[src/rtl/alh_pkg.sv]
// Shared types and constants for the alert level hysteresis block.
`default_nettype none

package alh_pkg;

  // event kinds
  localparam logic [2:0] KIND_TICK   = 3'd0;
  localparam logic [2:0] KIND_FIRST  = 3'd1;
  localparam logic [2:0] KIND_SECOND = 3'd2;
  localparam logic [2:0] KIND_MOVE   = 3'd3;
  localparam logic [2:0] KIND_CLEAR  = 3'd4;

  // register indexes
  localparam logic [2:0] REG_LOW_BAND    = 3'd0;
  localparam logic [2:0] REG_MEDIUM_BAND = 3'd1;
  localparam logic [2:0] REG_HIGH_BAND   = 3'd2;
  localparam logic [2:0] REG_STAT_GAIN   = 3'd3;
  localparam logic [2:0] REG_FRESHNESS   = 3'd4;
  localparam logic [2:0] REG_LATCH_MODE  = 3'd5;
  localparam logic [2:0] REG_MOVE_HOLD   = 3'd6;
  localparam logic [2:0] REG_STAT_HOLD   = 3'd7;

  // alert levels
  localparam logic [1:0] LVL_NORMAL = 2'd0;
  localparam logic [1:0] LVL_LOW    = 2'd1;
  localparam logic [1:0] LVL_MEDIUM = 2'd2;
  localparam logic [1:0] LVL_HIGH   = 2'd3;

  localparam logic [1:0] LATCH_NONE = 2'd0;

  localparam logic [15:0] SCORE_ONE  = 16'h8000;
  localparam logic [19:0] US_PER_SEC = 20'd1000000;
  localparam int          US_W       = 36;  // 65535 s in microseconds fits 36 bits

  typedef struct packed {
    logic [31:0]     low_band;
    logic [31:0]     medium_band;
    logic [31:0]     high_band;
    logic [15:0]     gain;
    logic [US_W-1:0] fresh_limit;
    logic [1:0]      latch_mode;
    logic [US_W-1:0] move_hold;
    logic [US_W-1:0] stat_hold;
  } cfg_t;

  typedef struct packed {
    logic [2:0]  kind;
    logic [63:0] time_us;
    logic [15:0] score;
    logic        moving;
    logic        baseline_active;
  } item_t;

  typedef struct packed {
    logic [1:0]  alert_level;
    logic [15:0] combined_score;
    logic        moving_mode;
  } result_t;

endpackage

`default_nettype wire

[src/rtl/alh_core.sv]
// Tracker state and its combinational update for one event, registered on each beat.
`default_nettype none

module alh_core (
  input  wire logic             clk,
  input  wire logic             rst_n,
  input  wire alh_pkg::cfg_t    cfg,
  input  wire logic             fire,
  input  wire alh_pkg::item_t   item,
  output alh_pkg::result_t      res
);

  logic [1:0]  level_r, level_nxt;
  logic        latched_r, latched_nxt;
  logic [1:0]  floor_r, floor_nxt;
  logic        mode_r, mode_nxt;
  logic [63:0] move_since_r, move_since_nxt;
  logic [63:0] stat_since_r, stat_since_nxt;
  logic [15:0] first_score_r, first_score_nxt;
  logic [63:0] first_time_r, first_time_nxt;
  logic        first_valid_r, first_valid_nxt;
  logic [15:0] second_score_r, second_score_nxt;
  logic [63:0] second_time_r, second_time_nxt;
  logic        second_valid_r, second_valid_nxt;
  logic [15:0] comb_r, comb_nxt;

  logic [15:0] sc_sat;
  logic [63:0] age_a, age_b;
  logic        fresh_a, fresh_b;
  logic [15:0] sa, sb, s_max, s_scaled, s_tick;
  logic [31:0] prod;
  logic [1:0]  lvl_hys, lvl_t, floor_t;
  logic        latched_t;
  logic [63:0] since_t;
  logic [63:0] held;
  logic        hold_zero, hold_done;

  always_comb begin
    sc_sat = (item.score > alh_pkg::SCORE_ONE) ? alh_pkg::SCORE_ONE : item.score;

    // freshness of the stored scores
    age_a   = item.time_us - first_time_r;
    age_b   = item.time_us - second_time_r;
    fresh_a = first_valid_r && (first_time_r != 64'd0) && (item.time_us >= first_time_r)
              && (age_a <= {{(64 - alh_pkg::US_W){1'b0}}, cfg.fresh_limit});
    fresh_b = second_valid_r && (second_time_r != 64'd0) && (item.time_us >= second_time_r)
              && (age_b <= {{(64 - alh_pkg::US_W){1'b0}}, cfg.fresh_limit});
    sa    = fresh_a ? first_score_r : 16'd0;
    sb    = fresh_b ? second_score_r : 16'd0;
    s_max = (sa > sb) ? sa : sb;

    // Q1.15 x Q4.12, back to Q1.15, saturate at 1.0
    prod     = 32'(s_max) * 32'(cfg.gain);
    s_scaled = (prod[31:12] > {4'd0, alh_pkg::SCORE_ONE}) ? alh_pkg::SCORE_ONE : prod[27:12];
    s_tick   = mode_r ? s_max : s_scaled;

    // enter/exit hysteresis
    lvl_hys = level_r;
    case (level_r)
      alh_pkg::LVL_NORMAL: begin
        if (s_tick >= cfg.low_band[31:16]) lvl_hys = alh_pkg::LVL_LOW;
      end
      alh_pkg::LVL_LOW: begin
        if (s_tick >= cfg.medium_band[31:16]) lvl_hys = alh_pkg::LVL_MEDIUM;
        else if (s_tick < cfg.low_band[15:0]) lvl_hys = alh_pkg::LVL_NORMAL;
      end
      alh_pkg::LVL_MEDIUM: begin
        if (s_tick >= cfg.high_band[31:16]) lvl_hys = alh_pkg::LVL_HIGH;
        else if (s_tick < cfg.medium_band[15:0]) lvl_hys = alh_pkg::LVL_LOW;
      end
      default: begin
        if (s_tick < cfg.high_band[15:0]) lvl_hys = alh_pkg::LVL_MEDIUM;
      end
    endcase

    latched_t = latched_r;
    floor_t   = floor_r;
    lvl_t     = lvl_hys;
    if (cfg.latch_mode != alh_pkg::LATCH_NONE) begin
      latched_t = latched_r || (lvl_hys != alh_pkg::LVL_NORMAL);
      if (latched_t) begin
        if (lvl_hys > floor_r) floor_t = lvl_hys;
        // mode bit 1 holds the peak; mode three behaves the same
        if (cfg.latch_mode[1]) begin
          if (lvl_hys < floor_t) lvl_t = floor_t;
        end else if (lvl_hys == alh_pkg::LVL_NORMAL) begin
          lvl_t = alh_pkg::LVL_LOW;
        end
      end
    end

    // movement hold timers, one per direction, sharing one compare
    since_t   = item.moving ? move_since_r : stat_since_r;
    if (since_t == 64'd0) since_t = item.time_us;
    held      = item.time_us - since_t;
    hold_zero = item.moving ? (cfg.move_hold == '0) : (cfg.stat_hold == '0);
    hold_done = hold_zero || ((item.time_us >= since_t) && (held >= {{(64 - alh_pkg::US_W){1'b0}},
                (item.moving ? cfg.move_hold : cfg.stat_hold)}));

    level_nxt        = level_r;
    latched_nxt      = latched_r;
    floor_nxt        = floor_r;
    mode_nxt         = mode_r;
    move_since_nxt   = move_since_r;
    stat_since_nxt   = stat_since_r;
    first_score_nxt  = first_score_r;
    first_time_nxt   = first_time_r;
    first_valid_nxt  = first_valid_r;
    second_score_nxt = second_score_r;
    second_time_nxt  = second_time_r;
    second_valid_nxt = second_valid_r;
    comb_nxt         = comb_r;

    case (item.kind)
      alh_pkg::KIND_TICK: begin
        if (item.baseline_active) begin
          level_nxt   = alh_pkg::LVL_NORMAL;
          latched_nxt = 1'b0;
          floor_nxt   = alh_pkg::LVL_NORMAL;
        end else begin
          comb_nxt    = s_tick;
          level_nxt   = lvl_t;
          latched_nxt = latched_t;
          floor_nxt   = floor_t;
        end
      end
      alh_pkg::KIND_FIRST: begin
        first_score_nxt = sc_sat;
        first_time_nxt  = item.time_us;
        first_valid_nxt = 1'b1;
      end
      alh_pkg::KIND_SECOND: begin
        second_score_nxt = sc_sat;
        second_time_nxt  = item.time_us;
        second_valid_nxt = 1'b1;
      end
      alh_pkg::KIND_MOVE: begin
        if (item.moving == mode_r) begin
          move_since_nxt = 64'd0;
          stat_since_nxt = 64'd0;
        end else if (item.moving) begin
          stat_since_nxt = 64'd0;
          move_since_nxt = hold_done ? 64'd0 : since_t;
          if (hold_done) mode_nxt = 1'b1;
        end else begin
          move_since_nxt = 64'd0;
          stat_since_nxt = hold_done ? 64'd0 : since_t;
          if (hold_done) mode_nxt = 1'b0;
        end
      end
      alh_pkg::KIND_CLEAR: begin
        level_nxt        = alh_pkg::LVL_NORMAL;
        latched_nxt      = 1'b0;
        floor_nxt        = alh_pkg::LVL_NORMAL;
        mode_nxt         = 1'b0;
        move_since_nxt   = 64'd0;
        stat_since_nxt   = 64'd0;
        first_score_nxt  = 16'd0;
        first_time_nxt   = 64'd0;
        first_valid_nxt  = 1'b0;
        second_score_nxt = 16'd0;
        second_time_nxt  = 64'd0;
        second_valid_nxt = 1'b0;
        comb_nxt         = 16'd0;
      end
      default: begin
      end
    endcase

    res.alert_level    = level_nxt;
    res.combined_score = comb_nxt;
    res.moving_mode    = mode_nxt;
  end

  always_ff @(posedge clk) begin
    if (!rst_n) begin
      level_r        <= alh_pkg::LVL_NORMAL;
      latched_r      <= 1'b0;
      floor_r        <= alh_pkg::LVL_NORMAL;
      mode_r         <= 1'b0;
      move_since_r   <= 64'd0;
      stat_since_r   <= 64'd0;
      first_score_r  <= 16'd0;
      first_time_r   <= 64'd0;
      first_valid_r  <= 1'b0;
      second_score_r <= 16'd0;
      second_time_r  <= 64'd0;
      second_valid_r <= 1'b0;
      comb_r         <= 16'd0;
    end else if (fire) begin
      level_r        <= level_nxt;
      latched_r      <= latched_nxt;
      floor_r        <= floor_nxt;
      mode_r         <= mode_nxt;
      move_since_r   <= move_since_nxt;
      stat_since_r   <= stat_since_nxt;
      first_score_r  <= first_score_nxt;
      first_time_r   <= first_time_nxt;
      first_valid_r  <= first_valid_nxt;
      second_score_r <= second_score_nxt;
      second_time_r  <= second_time_nxt;
      second_valid_r <= second_valid_nxt;
      comb_r         <= comb_nxt;
    end
  end

  a_comb_sat: assert property (@(posedge clk) disable iff (!rst_n)
    comb_r <= alh_pkg::SCORE_ONE)
    else $error("combined score above 1.0");

  a_clear: assert property (@(posedge clk) disable iff (!rst_n)
    fire && (item.kind == alh_pkg::KIND_CLEAR) |=>
      (level_r == alh_pkg::LVL_NORMAL) && !mode_r && (comb_r == 16'd0) && !first_valid_r
      && !second_valid_r)
    else $error("clear left state behind");

  a_idle_hold: assert property (@(posedge clk) disable iff (!rst_n)
    !fire |=> $stable(level_r) && $stable(mode_r) && $stable(comb_r))
    else $error("state moved without a beat");

  a_no_since_in_mode: assert property (@(posedge clk) disable iff (!rst_n)
    mode_r |-> (stat_since_r == 64'd0) || (move_since_r == 64'd0))
    else $error("both hold timers running");

endmodule

`default_nettype wire

[src/rtl/alert_level_hysteresis.sv]
// Alert level controller: four-level alert from timed score, movement and tick events.
//
// Usage:
//   in_*   : one event per beat (tick, first score, second score, movement, clear).
//   out_*  : exactly one result beat per event: alert level, combined score, moving mode.
//   cfg_*  : register writes, index 0..7, always accepted (cfg_ready is always high);
//            write only while no event is in flight.
// Path: an accepted event is registered in the input register and worked on from there;
// its result is registered in the result register, which drives out_valid, once the
// result register is free or its beat is being taken.
// Throughput: one event per cycle while out_ready stays high. The score path (freshness
// compares, a 16x16 gain multiply, threshold compares) is combinational between the input
// and result registers; the tracker state is registered with the result, so the next event sees it.
// Stall: a waiting result holds in its register while out_ready is low; the input register
// still takes one more event, after which in_ready drops until the result is taken.
// Reset (rst_n low at a clock edge) empties both registers, restores the register
// defaults and clears the tracker state.
`default_nettype none

module alert_level_hysteresis (
  input  wire logic        clk,
  input  wire logic        rst_n,

  input  wire logic        in_valid,
  output logic             in_ready,
  input  wire logic [2:0]  in_kind,
  input  wire logic [63:0] in_time_us,
  input  wire logic [15:0] in_score,
  input  wire logic        in_moving,
  input  wire logic        in_baseline_active,

  output logic             out_valid,
  input  wire logic        out_ready,
  output logic [1:0]       out_alert_level,
  output logic [15:0]      out_combined_score,
  output logic             out_moving_mode,

  input  wire logic        cfg_valid,
  output logic             cfg_ready,
  input  wire logic [2:0]  cfg_index,
  input  wire logic [31:0] cfg_data
);

  alh_pkg::cfg_t    cfg_r;
  logic             in_v_r;
  alh_pkg::item_t   in_item_r;
  logic             out_v_r;
  alh_pkg::result_t out_res_r;
  alh_pkg::result_t res;
  logic             adv;
  logic [alh_pkg::US_W-1:0] cfg_us;

  assign adv       = in_v_r && (!out_v_r || out_ready);
  assign in_ready  = !in_v_r || adv;
  assign cfg_ready = 1'b1;

  // seconds to microseconds, done once at write time
  assign cfg_us = alh_pkg::US_W'(cfg_data[15:0]) * alh_pkg::US_W'(alh_pkg::US_PER_SEC);

  always_ff @(posedge clk) begin
    if (!rst_n) begin
      cfg_r.low_band    <= 32'd2147496755;
      cfg_r.medium_band <= 32'd2621460480;
      cfg_r.high_band   <= 32'd3145755034;
      cfg_r.gain        <= 16'd4096;
      cfg_r.fresh_limit <= alh_pkg::US_W'(30000000);
      cfg_r.latch_mode  <= alh_pkg::LATCH_NONE;
      cfg_r.move_hold   <= alh_pkg::US_W'(10000000);
      cfg_r.stat_hold   <= alh_pkg::US_W'(10000000);
    end else if (cfg_valid && cfg_ready) begin
      case (cfg_index)
        alh_pkg::REG_LOW_BAND:    cfg_r.low_band    <= cfg_data;
        alh_pkg::REG_MEDIUM_BAND: cfg_r.medium_band <= cfg_data;
        alh_pkg::REG_HIGH_BAND:   cfg_r.high_band   <= cfg_data;
        alh_pkg::REG_STAT_GAIN:   cfg_r.gain        <= cfg_data[15:0];
        alh_pkg::REG_FRESHNESS:   cfg_r.fresh_limit <= cfg_us;
        alh_pkg::REG_LATCH_MODE:  cfg_r.latch_mode  <= cfg_data[1:0];
        alh_pkg::REG_MOVE_HOLD:   cfg_r.move_hold   <= cfg_us;
        alh_pkg::REG_STAT_HOLD:   cfg_r.stat_hold   <= cfg_us;
        default: begin
        end
      endcase
    end
  end

  always_ff @(posedge clk) begin
    if (!rst_n) begin
      in_v_r  <= 1'b0;
      out_v_r <= 1'b0;
    end else begin
      if (in_ready) in_v_r <= in_valid;
      if (adv) out_v_r <= 1'b1;
      else if (out_ready) out_v_r <= 1'b0;
    end
  end

  always_ff @(posedge clk) begin
    if (in_valid && in_ready) begin
      in_item_r.kind            <= in_kind;
      in_item_r.time_us         <= in_time_us;
      in_item_r.score           <= in_score;
      in_item_r.moving          <= in_moving;
      in_item_r.baseline_active <= in_baseline_active;
    end
    if (adv) out_res_r <= res;
  end

  alh_core u_core (
    .clk   (clk),
    .rst_n (rst_n),
    .cfg   (cfg_r),
    .fire  (adv),
    .item  (in_item_r),
    .res   (res)
  );

  assign out_valid          = out_v_r;
  assign out_alert_level    = out_res_r.alert_level;
  assign out_combined_score = out_res_r.combined_score;
  assign out_moving_mode    = out_res_r.moving_mode;

  // a waiting event never passes a result that has not been taken
  a_no_overrun: assert property (@(posedge clk) disable iff (!rst_n)
    out_v_r && !out_ready |=> out_v_r && $stable(out_res_r))
    else $error("result beat overwritten while stalled");

  a_in_hold: assert property (@(posedge clk) disable iff (!rst_n)
    in_v_r && !adv |=> in_v_r && $stable(in_item_r))
    else $error("held input beat changed");

  a_adv_result: assert property (@(posedge clk) disable iff (!rst_n)
    adv |=> out_v_r)
    else $error("worked beat produced no result");

endmodule

`default_nettype wire

[config.mk]
export PLATFORM = sky130hd
export DESIGN_NAME = alert_level_hysteresis
export DESIGN_NICKNAME = d
export VERILOG_FILES = /design/src/rtl/alh_pkg.sv /design/src/rtl/alh_core.sv /design/src/rtl/alert_level_hysteresis.sv
export SDC_FILE = /design/constraint.sdc
export NUM_CORES = 2
export LEC_CHECK = 0
export ABC_CLOCK_PERIOD_IN_PS = 34700
export BUFFER_PORTS_ARGS = -buffer_cell sky130_fd_sc_hd__buf_2
export CAP_MARGIN = 30
export CELL_PAD_IN_SITES_DETAIL_PLACEMENT = 0
export CELL_PAD_IN_SITES_GLOBAL_PLACEMENT = 2
export CORE_MARGIN = 2
export CORE_UTILIZATION = 35
export DETAILED_ROUTE_END_ITERATION = 10
export GPL_ROUTABILITY_DRIVEN = 0
export PLACE_DENSITY = 0.82
export SLEW_MARGIN = 20
export SYNTH_ARGS = -nofsm -noshare
export SYNTH_HDL_FRONTEND = slang
export SYNTH_SLANG_ARGS = --single-unit
[constraint.sdc]
create_clock -name clk -period 34.7 [get_ports clk]
set_input_delay 3.47 -clock clk [delete_from_list [all_inputs] [get_ports clk]]
set_output_delay 3.47 -clock clk [all_outputs]
set_load 0.05 [all_outputs]
==> results.md <==
- In the routed design, unresolved DRC markers number 0.
- The initial antenna violation count is 15.
- The count of buffers inserted at the top-level ports is 145.
- At the later pin of the worst-skew pair, clock insertion delay measures 0.71 ns.
- The data arrival time of the critical path is 23.01 ns.
- The number of cells on the worst reg-to-reg path is 85.
- Wires add up to 206 mm.
- The highest layer touched by signal routing is met5.
- The remaining global-route overflow is 0.
- The average instance in the mapped netlist occupies 7.99 µm².
- From bottom edge to top edge, the die measures 399 µm.
- The area growth from synthesis to final layout is 10.2%.
- After synthesis, the cell types taking the most area are dfxtp_1 19%, ha_1 14%, fa_1 9.1%.
- The buffer levels on the longest clock path is 3.
- The initial core utilization is 0.353.
- The analysis attributes to net switching a power of 996 µW.
- The first global-routing pass estimated 310 mm of wire.
- The clock network fraction of design power is 0.324.
- The layout cell share with drive strength beyond 1 is 0.0659.
- The final count of pins violating max slew is 0.
- The flow ran to the end, and the final reports show no timing, DRC or antenna violations.
- The synthesized netlist occupies a cell area of 54500 µm².
- Of the synthesized area, sequential elements account for 0.248.
- The internal power contribution is 1540 µW.
- The worst hold path belongs to the class reg2reg.
- Clock tree synthesis selected as its root buffer the cell clkbuf_16.
- At the worst endpoint, the required time is 35.13 ns.
- Clock-pin slew was measured on the worst setup and hold paths at 0.06 ns.
- Setup repair after global routing left no endpoint under its margin.
- The launch point of the worst hold path is cfg_r[147].
- Yosys printed 0 warnings.
- The final setup TNS is 0 ns.
- The reg-to-reg startpoint is in_item_r[19].
- The all-layer global routing usage is 0.255.
- The post-synthesis net count is 7794.
- The part of the power in registers is 0.310.
- Setup violations remaining at the end of the flow were counted as 0.
- The share of total power dissipated in combinational logic is 0.366.
- The first routing iteration left 5159 violations.
- After synthesis, the share of flip-flops with an asynchronous set or reset is 0.
- The count of antenna-violating nets left after detailed routing is 0.
- Hold repair after CTS inserted 0 buffers.
- The endpoint class of the critical path is a register.
- The setup check on the worst reg-to-reg path leaves a slack of 12.12 ns.
- The number of enable flip-flop cells after synthesis is 104.
- The most used cell along the critical path is a21o_1.
- The number of synthesized register bits is 622.
- The filler cell count in the final layout is 16017.
- The die is 399 µm wide.
- The clock tree from TritonCTS is built.
- Static timing analysis puts the maximum clock frequency at 0.0443 GHz.
- The endpoint of the lowest-slack register-to-register path is out_alert_level[0].
- Clock tree synthesis found a total of 622 sinks.
- Entering global routing, the biggest net connects 191 pins.
- In this run the static leakage power is 0.0248 µW.
- In this run the power density over the cells is 42.2 nW/µm².
- The slowest stage of the critical path belongs to the cell or4b_1.
- The largest fanout of any net on the critical path is 23.
- After detailed routing, the number of vias per cell comes to 5.72.
- The dominant register cell in the synthesized netlist is dfxtp_1.
- The boundary pin count is 147.
- The launching instance or port of the critical path is in_item_r[19].
- The core region is 154000 µm².
- The number of different library cells used by synthesis comes to 105.
- The number of global-route vias before repair was 48517.
- The number of iterations in the first detailed-routing pass is 8.
- IR analysis of the VDD net gives a maximum drop of 0.0511 mV.
- The worst pin sits at a relative slew slack of 0.167.
- The number of instances in the synthesized netlist is 6820.
- The number of buffers created by CTS is 75.
- After legalization and detailed placement, the total HPWL measured 161 mm.
- The clock arrives with 0.0483 ns of skew.
- Of the post-synthesis cell area, the dominant cell type holds 0.190.
- At the end of the flow, the number of nets in the layout was 7785.
- The final number of hold-violating endpoints is 0.
- The top cell type by total area after synthesis is dfxtp_1.
- The slew at the pin closest to its max-slew limit is 1.25 ns.
- The total length of routed met2 wires is 90.7 mm.
- The number of setup buffers added after CTS is 0.
- The minimum clock period is 22.58 ns.
- The biggest cell delay along the critical path is 0.62 ns.
- Row generation in the floorplan step produced 144 rows.
- The finished layout holds 8919 standard cells, fillers aside.
- The final period utilization is 0.651.
- The critical path in this run is classified as reg2reg.
- The routed wire length on met3 is 14.3 mm.
- The placed cell count is 8774.
- For this block, wires on met1 add up to 94.7 mm.
- Of the total power, the share spent switching nets is 0.392.
- The post-detailed-route wirelength per cell is 23.0 µm.
- STA classifies the critical path startpoint as a register.
- The die covers 159000 µm².
- The level count of the clock H-tree is 3.
- After clock tree synthesis, the repair step resized 0 gates.
- Max-cap violations in this run came to 0.
- The routed layout has 50989 vias.
- After layout, the design draws a total of 2540 µW.
- The endpoint of the most critical setup path is out_alert_level[0].
-- logic make-up after synthesis --
family | after synthesis | synth area share
compound gates | 1741 | 0.207
simple gates | 2426 | 0.213
xor+xnor | 150 | 0.0241
flops | 622 | 0.248
mux | 65 | 0.0123
other cells | 1 | 0.0000688
fa+ha+maj | 849 | 0.229
buf+inv | 966 | 0.0668
-- synthesized netlist by cell type (57+ instances only) --
cell type,number
fa_1,248
clkbuf_1,309
inv_1,627
nand2_1,1078
o21ai_0,204
a221oi_1,74
nor4_1,113
a211oi_1,59
and2_1,153
ha_1,601
edfxtp_1,104
nor2_1,267
nor3_1,85
nand3_1,268
o211ai_1,84
a21oi_1,638
nor2b_1,100
a21o_1,151
o31ai_1,144
dfxtp_1,518
xnor2_1,99
mux2i_1,57
nand4_1,134
-- worst min-delay path by stage --
stage          slack, ns         end  depth (start not counted)
3_3_place_gp        0.44  cfg_r[126]                          2
5_1_grt             0.47  cfg_r[201]                          2
2_1_floorplan       0.43  cfg_r[126]                          2
6_report            0.45  cfg_r[147]                          2
3_5_place_dp        0.45  cfg_r[214]                          2
4_1_cts             0.46  cfg_r[214]                          2
-- power by group through the flow --
stage               combinational [µW]  clock [µW]  sequential, µW
floorplan                          597           0             795
global placement                   904           0             802
detailed placement                 907           0             803
CTS                                916         841             787
global route                      1010         865             790
finish                             928         822             787
-- stage by stage --
stage / util / worst slack (ns) / area, µm² / hold slack, ns
3_5_place_dp: 0.372 / 12.44 / 57500 / 0.447
4_1_cts: 0.389 / 12.37 / 60000 / 0.455
3_3_place_gp: 0.371 / 12.39 / 57300 / 0.442
6_report: 0.389 / 12.12 / 60100 / 0.452
2_1_floorplan: - / 14.97 / 54500 / 0.432
5_1_grt: 0.389 / 10.53 / 60100 / 0.471
-- critical path: cells and delay by family (launching register included) --
kind | cells | cell delay, ns
AND/OR/NAND/NOR | 20 | 5.81
buffers and inverters | 9 | 1.41
flip-flops | 1 | 0.57
AO/OA/AOI/OAI | 43 | 9.26
XOR/XNOR | 1 | 0.16
adder cells (fa/ha/maj) | 12 | 5.05
-- cell type report --
cell class | instances | area [µm²] | share of cell area
Sequential cell | 622 | 13500 | 0.225
Inverter | 630 | 2370 | 0.0395
Clock buffer | 102 | 2160 | 0.0360
Antenna cell | 1 | 2.50 | 0.0000417
Multi-Input combinational cell | 5232 | 37500 | 0.624
Tap cell | 2044 | 2560 | 0.0426
Clock inverter | 38 | 379 | 0.00631
Timing Repair Buffer | 250 | 1620 | 0.0270
-- metal layers --
layer  track usage  vias up
met5             0        -
met1         0.366    24817
met2         0.396     1754
met3        0.0362      271
met4        0.0721        8
li1              -    24139
-- registers in the layout, indices dropped and copies added, names as in the netlist, 2 cells and up --
register	flops
out_alert_level	2
u_core.comb_r	16
cfg_r	204
u_core.first_time_r	64
u_core.floor_r	2
out_combined_score	16
u_core.second_score_r	16
u_core.second_time_r	64
in_item_r	85
u_core.stat_since_r	64
u_core.move_since_r	64
u_core.level_r	2
u_core.first_score_r	16
-- layout by cell type (no fill, tap or decap), types with 57 or more instances in the layout --
| master | count |
|---|---|
| a211oi_1 | 58 |
| a21o_1 | 151 |
| a21oi_1 | 636 |
| a221oi_1 | 74 |
| and2_1 | 152 |
| buf_2 | 147 |
| buf_4 | 94 |
| clkbuf_16 | 79 |
| dfxtp_1 | 518 |
| edfxtp_1 | 104 |
| fa_1 | 248 |
| ha_1 | 601 |
| inv_1 | 627 |
| mux2i_1 | 57 |
| nand2_1 | 1077 |
| nand3_1 | 268 |
| nand4_1 | 134 |
| nor2_1 | 265 |
| nor2b_1 | 100 |
| nor3_1 | 81 |
| nor4_1 | 111 |
| o211ai_1 | 84 |
| o21ai_0 | 203 |
| o31ai_1 | 144 |
| xnor2_1 | 99 |
Power figures use the tool's default switching activity.
